`src/design/spq_pkg.sv`:
```
`timescale 1ns / 1ps

package spq_pkg;

  localparam int QueueDepth    = 16;
  localparam int DataWidth     = 32;
  localparam int PriorityWidth = 16;
  localparam int CountWidth    = $clog2(QueueDepth + 1);

  typedef enum logic [1:0] {
    ACT_PUSH = 2'd0,
    ACT_POP  = 2'd1,
    ACT_PEEK = 2'd2,
    ACT_NOP  = 2'd3
  } action_e;

  typedef enum logic [1:0] {
    ST_OK    = 2'd0,
    ST_EMPTY = 2'd1,
    ST_FULL  = 2'd2,
    ST_RSVD  = 2'd3
  } status_e;

  // Broadcast to every cell in the chain.
  typedef struct packed {
    logic                            push_en;
    logic                            pop_en;
    logic signed [PriorityWidth-1:0] prio;
    logic        [DataWidth-1:0]     data;
  } spq_cmd_t;

  // What a cell hands to its neighbors.
  typedef struct packed {
    logic                            ge;
    logic signed [PriorityWidth-1:0] prio;
    logic        [DataWidth-1:0]     data;
  } spq_link_t;

endpackage

```
`src/design/spq_cell.sv`:
```
`timescale 1ns / 1ps

module spq_cell (
  input  logic              clk_i,
  input  logic              valid_i,
  input  spq_pkg::spq_cmd_t cmd_i,
  input  spq_pkg::spq_link_t left_i,
  input  spq_pkg::spq_link_t right_i,
  output spq_pkg::spq_link_t self_o
);
  import spq_pkg::*;

  logic signed [PriorityWidth-1:0] prio_q, prio_d;
  logic        [DataWidth-1:0]     data_q, data_d;
  logic                            ge;

  // Entry stays ahead of the new one when its priority is equal or higher.
  assign ge = valid_i && (prio_q >= cmd_i.prio);

  always_comb begin
    prio_d = prio_q;
    data_d = data_q;
    if (cmd_i.push_en) begin
      if (!ge) begin
        if (left_i.ge) begin
          prio_d = cmd_i.prio;
          data_d = cmd_i.data;
        end else begin
          prio_d = left_i.prio;
          data_d = left_i.data;
        end
      end
    end else if (cmd_i.pop_en) begin
      prio_d = right_i.prio;
      data_d = right_i.data;
    end
  end

  always_ff @(posedge clk_i) begin
    prio_q <= prio_d;
    data_q <= data_d;
  end

  assign self_o.ge   = ge;
  assign self_o.prio = prio_q;
  assign self_o.data = data_q;

endmodule

```
`src/design/stable_priority_queue_top.sv`:
```
`timescale 1ns / 1ps
// The result strobe done_o is registered and rises in the cycle after the item is accepted.
// Throughput: one item per cycle; busy is never raised, since every cell of
// the chain compares against the pushed priority and shifts in the same cycle.
// Reset: asynchronous, active low; clears the entry count and the strobe.
// Results cannot be stalled by the receiver: each is shown for one cycle.
module stable_priority_queue_top (
  input  logic                                      clk_i,
  input  logic                                      rst_ni,
  input  logic                                      start,
  output logic                                      busy,
  input  logic [1:0]                                action_i,
  input  logic signed [spq_pkg::PriorityWidth-1:0]  priority_req_i,
  input  logic [spq_pkg::DataWidth-1:0]             data_in_i,
  output logic                                      done_o,
  output logic [1:0]                                status_o,
  output logic [spq_pkg::DataWidth-1:0]             data_out_o,
  output logic signed [spq_pkg::PriorityWidth-1:0]  head_priority_o,
  output logic [spq_pkg::CountWidth-1:0]            entry_count_o
);
  import spq_pkg::*;

  logic [CountWidth-1:0]            occ_q, occ_d;
  logic                             done_q;
  status_e                          status_q, status_d;
  logic [DataWidth-1:0]             dout_q, dout_d;
  logic signed [PriorityWidth-1:0]  pout_q, pout_d;

  logic      accept, is_empty, is_full;
  action_e   act;
  spq_cmd_t  cmd;
  spq_link_t links [QueueDepth];
  spq_link_t head_link, tail_link;

  assign busy     = 1'b0;
  assign accept   = start && !busy;
  assign act      = action_e'(action_i);
  assign is_empty = (occ_q == '0);
  assign is_full  = (occ_q == CountWidth'(QueueDepth));

  assign cmd.push_en = accept && (act == ACT_PUSH) && !is_full;
  assign cmd.pop_en  = accept && (act == ACT_POP) && !is_empty;
  assign cmd.prio    = priority_req_i;
  assign cmd.data    = data_in_i;

  // Left of the head: new entry goes in at the first cell not ahead of it.
  assign head_link.ge   = 1'b1;
  assign head_link.prio = '0;
  assign head_link.data = '0;
  assign tail_link.ge   = 1'b0;
  assign tail_link.prio = '0;
  assign tail_link.data = '0;

  for (genvar i = 0; i < QueueDepth; i++) begin : g_cell
    logic      valid;
    spq_link_t left, right;
    assign valid = (occ_q > CountWidth'(i));
    if (i == 0) begin : g_first
      assign left = head_link;
    end else begin : g_mid
      assign left = links[i-1];
    end
    if (i == QueueDepth - 1) begin : g_last
      assign right = tail_link;
    end else begin : g_body
      assign right = links[i+1];
    end
    spq_cell u_cell (
      .clk_i   (clk_i),
      .valid_i (valid),
      .cmd_i   (cmd),
      .left_i  (left),
      .right_i (right),
      .self_o  (links[i])
    );
  end

  always_comb begin
    occ_d    = occ_q;
    status_d = ST_OK;
    dout_d   = '0;
    pout_d   = '0;
    case (act)
      ACT_PUSH: begin
        if (is_full) begin
          status_d = ST_FULL;
        end else begin
          occ_d = occ_q + 1'b1;
        end
      end
      ACT_POP, ACT_PEEK: begin
        if (is_empty) begin
          status_d = ST_EMPTY;
        end else begin
          dout_d = links[0].data;
          pout_d = links[0].prio;
          if (act == ACT_POP) begin
            occ_d = occ_q - 1'b1;
          end
        end
      end
      default: begin
      end
    endcase
  end

  always_ff @(posedge clk_i or negedge rst_ni) begin
    if (!rst_ni) begin
      occ_q  <= '0;
      done_q <= 1'b0;
    end else begin
      done_q <= accept;
      if (accept) begin
        occ_q <= occ_d;
      end
    end
  end

  always_ff @(posedge clk_i) begin
    if (accept) begin
      status_q <= status_d;
      dout_q   <= dout_d;
      pout_q   <= pout_d;
    end
  end

  assign done_o          = done_q;
  assign status_o        = status_q;
  assign data_out_o      = dout_q;
  assign head_priority_o = pout_q;
  assign entry_count_o   = occ_q;

endmodule

```
`config.mk`:
```
export PLATFORM = sky130hd
export DESIGN_NAME = stable_priority_queue_top
export DESIGN_NICKNAME = d
export VERILOG_FILES = /design/src/design/spq_pkg.sv /design/src/design/spq_cell.sv /design/src/design/stable_priority_queue_top.sv
export SDC_FILE = /design/constraint.sdc
export NUM_CORES = 2
export LEC_CHECK = 0
export BUFFER_PORTS_ARGS = -buffer_cell sky130_fd_sc_hd__buf_4
export CAP_MARGIN = 25
export CORE_ASPECT_RATIO = 0.7
export CORE_UTILIZATION = 40
export DETAILED_ROUTE_END_ITERATION = 8
export PLACE_DENSITY = 0.63
export SLEW_MARGIN = 10
export SYNTH_ARGS = -nofsm -noshare
export SYNTH_HDL_FRONTEND = slang
export SYNTH_HIERARCHICAL = 1
export SYNTH_SLANG_ARGS = --single-unit
```
`constraint.sdc`:
```
create_clock -name clk_i -period 15.95 [get_ports clk_i]
set_clock_uncertainty 0.1 [all_clocks]
set_input_delay 3.9875 -clock clk_i [delete_from_list [all_inputs] [get_ports clk_i]]
set_output_delay 3.9875 -clock clk_i [all_outputs]
set_load 0.1 [all_outputs]
```
### After elaboration in Yosys (flattened, before gate mapping)

Cells that the tools add are included.
Widths: inputs -> output; s select.

| word-level totals | value |
|---|---|
| bits of input ports | 53 |
| output and inout port bits | 57 |
| logic and storage cells | 272 |
| bits in registers | 824 |

| operators by class | value |
|---|---|
| bitwise gates (word level) | 1 |
| add/sub/neg operators | 2 |
| mux-type cells | 133 |
| reductions and logical operators | 45 |
| equality and inequality tests | 22 |
| order comparisons | 32 |

Operator list:

| operator | number |
|---|---|
| $mux 32 | 63 |
| $mux 16 | 63 |
| $ge 16x16->1 | 16 |
| $gt 5x4->1 const B | 8 |
| $ne 2x2->1 const B | 19 |
| $reduce_and 2->1 | 16 |
| $gt 5x3->1 const B | 4 |
| $logic_and 1x1->1 | 20 |
| $mux 5 | 3 |
| $gt 5x1->1 const B | 2 |
| $gt 5x2->1 const B | 2 |
| $pmux 5 s2 | 1 |
| $add 5x1->5 const B | 1 |
| $eq 5x5->1 const B | 1 |
| $logic_not 5->1 | 1 |
| $reduce_and 5->1 | 1 |
| $sub 5x1->5 const B | 1 |
| $pmux 2 s2 | 1 |
| $reduce_bool 2->1 | 2 |
| $reduce_or 2->1 | 2 |
| $eq 2x1->1 const B | 1 |
| $eq 2x2->1 const B | 1 |
| $logic_not 1->1 | 2 |
| $logic_not 2->1 | 1 |
| 3 further kinds | 3 |

### Longest topological paths before layout

| depth | value |
|---|---|
| depth after elaboration | 5 |
| mapped depth | 13 |
| gate-level depth less buffers | 9 |

### Modules after synthesis

Netlist, hierarchy kept.

Modules (own cells, without submodules):

| module | cells each | instances | area each (um^2) | seq. area each (um^2) |
|---|---|---|---|---|
| spq_cell at g_cell[0].u_cell ... | 276 | 11 | 2887.8 | 1441.4 |
| spq_cell at g_cell[5].u_cell ... | 279 | 5 | 2947.8 | 1441.4 |
| stable_priority_queue_top | 197 | 1 | 2560.0 | 1651.6 |

### Least setup slack after synthesis

OpenSTA, ideal clock, no wires.

| timing | value |
|---|---|
| kind | input port to flip-flop |
| start | input port action_i[1] |
| end | register g_cell[0].u_cell.data_q[0] (enable) |
| path buffers | 1 |
| path slack | 6521 ps |
| required time | 15323 ps |
| arrival time | 8801 ps |
| stages | 7 |
| library setup time | 527 ps |
| cells stage by stage | inv_1 -> ha_1 -> nand2_1 -> nor2_1 -> clkbuf_1 -> nand2_1 -> o311ai_1 |

RTL lines:

| what | line | source |
|---|---|---|
| start: declaration | stable_priority_queue_top.sv:12 | `input logic [1:0] action_i,` |
| end signal: assignment | spq_cell.sv:41 | `data_q <= data_d;` |
| end: declaration | spq_cell.sv:14 | `logic [DataWidth-1:0] data_q, data_d;` |

==> flow_summary_export.csv <==
group,metric,value,unit
run_status,outcome,"completed",
detailed_routing,post_drt_wl_per_cell,19.14,µm
floorplan,start_util,0.4033,
setup_path,critPathLaunchType,"input port",
power,powerDensity,144.5,nW/µm²
global_route,grt_max_degree,242,
timing,worst_pin_slew,1.127,ns
clocking,cts_buffer_depth,3,
power,power_leakage,22.19,nW
yosys,yosysWarnings,6,
timing,finalMaxSlewViolations,0,
placed_design,dpl.hpwl,82.44,mm
clocking,cts_tree,"built",
clocking,h-tree-depth,3,
hold_path,hold_path_depth,2,
global_route,antenna_found_initial,8,
yosys,syn_inst,4624,
layout,area_growth,11.09,%
setup_path,worstRegToRegCells,11,
floorplan,dieWidth,420.5,µm
floorplan,die-area,124000,µm²
clocking,path_clk_slew,0.06,ns
floorplan,die_y,294.9,µm
detailed_routing,drc_errors,0,
placed_design,portBuffers,108,
detailed_routing,viasPerCell,5.320,
timing,finalSetupViolations,0,
timing,maxSlewHeadroom,0.2484,
timing,fin_tns_setup,0,ns
power,peakVddDrop,0.1120,mV
clocking,cts-root-buf,"clkbuf_16",
detailed_routing,vias,33880,
clocking,cts_setup_buffers,0,
global_route,grt_pass1_wl,189.3,mm
setup_path,path_class,"input port to register",
layout,final_cells,6368,
global_route,grt_usage,0.1936,
detailed_routing,firstDrtPassIters,6,
timing,rsz0062_at_grt,"false",
setup_path,critPathArrivalTime,8.12,ns
yosys,synth_area,49030,µm²
global_route,grt_overflow,0,
global_route,grt_pass1_vias,31620,
timing,fin_crit,7.822,ns
layout,drive_above_1_share,0.07548,
yosys,synth.avg_cell_area,10.60,µm²
placed_design,routabilityCongestion,0.8400,
clocking,clk_latency,0.67,ns
detailed_routing,routed_wl,121.9,mm
floorplan,io_pins,110,
floorplan,std_cell_rows,107,
timing,post-route-period-util,0.4904,
clocking,numCtsBuffers,87,
setup_path,crit_path_max_fanout,93,
hold_path,hold_class,"register to register",
layout,final_common_cell,"a21oi_1",
layout,layout.nets,4979,
detailed_routing,postRouteAntennaNets,0,
setup_path,worstSetupEndpointType,"register",
clocking,postCtsHoldBufs,0,
placed_design,placed_cells,6200,
layout,final_cell_mix,"a21oi_1, edfxtp_1, nor2_1",
flow_run,cap_violations,0,
floorplan,core,121600,µm²
timing,max_freq,127.8,MHz
setup_path,worstPathRequired,16.25,ns
clocking,clock_sink_count,824,
timing,hold_viol,0,
detailed_routing,drtIter0Drc,3322,
clocking,cts-resized-gates,0,
worst max-delay path, stage by stage:
cell and delay [ns]:
buf_4 0.48, nand2_1 0.18, nor2_4 0.11, buf_4 0.66, buf_4 0.40, buf_16 0.31, buf_4 0.75, buf_4 0.56
buf_16 0.32, a21oi_1 0.11
metal layers:
| metal | vias to the layer above | GRT usage | part of all wire |
|---|---|---|---|
| met1 | 15840 | 0.3268 | 0.54 |
| met3 | 117 | 0.02978 | 0.067 |
| met2 | 1009 | 0.2539 | 0.38 |
| met4 | 10 | 0.03175 | 0.012 |
| met5 | - | 0 | 0.00050 |
| li1 | 16910 | - | - |
report_power, final:
part / leakage (nW) / internal [mW] / total, mW / switching (mW)
Sequential: 7.69 / 2.86 / 3.08 / 0.213
Clock: 1.35 / 1.10 / 1.99 / 0.887
Combinational: 13.2 / 1.06 / 2.80 / 1.75
Total: 22.2 / 5.02 / 7.87 / 2.85
registers in the layout, summed over array words and instances, names as in the netlist:
register / cells
status_o: 2
done_o: 1
g_cell.u_cell/prio_q: 256
entry_count_o: 5
head_priority_o: 16
g_cell.u_cell/data_q: 512
data_out_o: 32
final cells by class:
cell class / count / area, µm²
fill: 11390 / 67090
sequential: 824 / 24710
multi-input combinational: 3308 / 22600
clock buffer: 100 / 2226
tap: 1635 / 2046
timing repair buffer: 155 / 1314
inverter: 285 / 1070
clock inverter: 58 / 494.2
antenna: 3 / 7.507
metrics by stage:
stage | cell area (µm²) | setup WS (ns) | util | hold WS (ns) | power (mW)
after CTS | 54290 | 7.763 | 0.4466 | 0.4615 | 7.887
after global placement | 51550 | 7.115 | 0.4240 | 0.4437 | 5.828
after global routing | 54470 | 7.806 | 0.4481 | 0.4948 | 8.266
after floorplan | 49390 | 6.521 | - | 0.4377 | 5.200
after detailed placement | 51570 | 7.047 | 0.4242 | 0.4591 | 5.895
final | 54470 | 8.128 | 0.4481 | 0.4626 | 7.871
path summary, 6_finish.rpt:
kind	start	slack, ns	to
min in group asynchronous	rst_ni	3.05	entry_count_o[0]
max in group asynchronous	rst_ni	12.53	done_o
worst max register to register	entry_count_o[1]	10.76	g_cell[14].u_cell/data_q[10]
worst min-delay path	g_cell[15].u_cell/data_q[17]	0.46	g_cell[14].u_cell/data_q[17]
worst max-delay path	start	8.13	g_cell[14].u_cell/data_q[10]
worst min register to register	g_cell[15].u_cell/data_q[17]	0.46	g_cell[14].u_cell/data_q[17]
No activity file was read; power rests on OpenSTA's default activity.
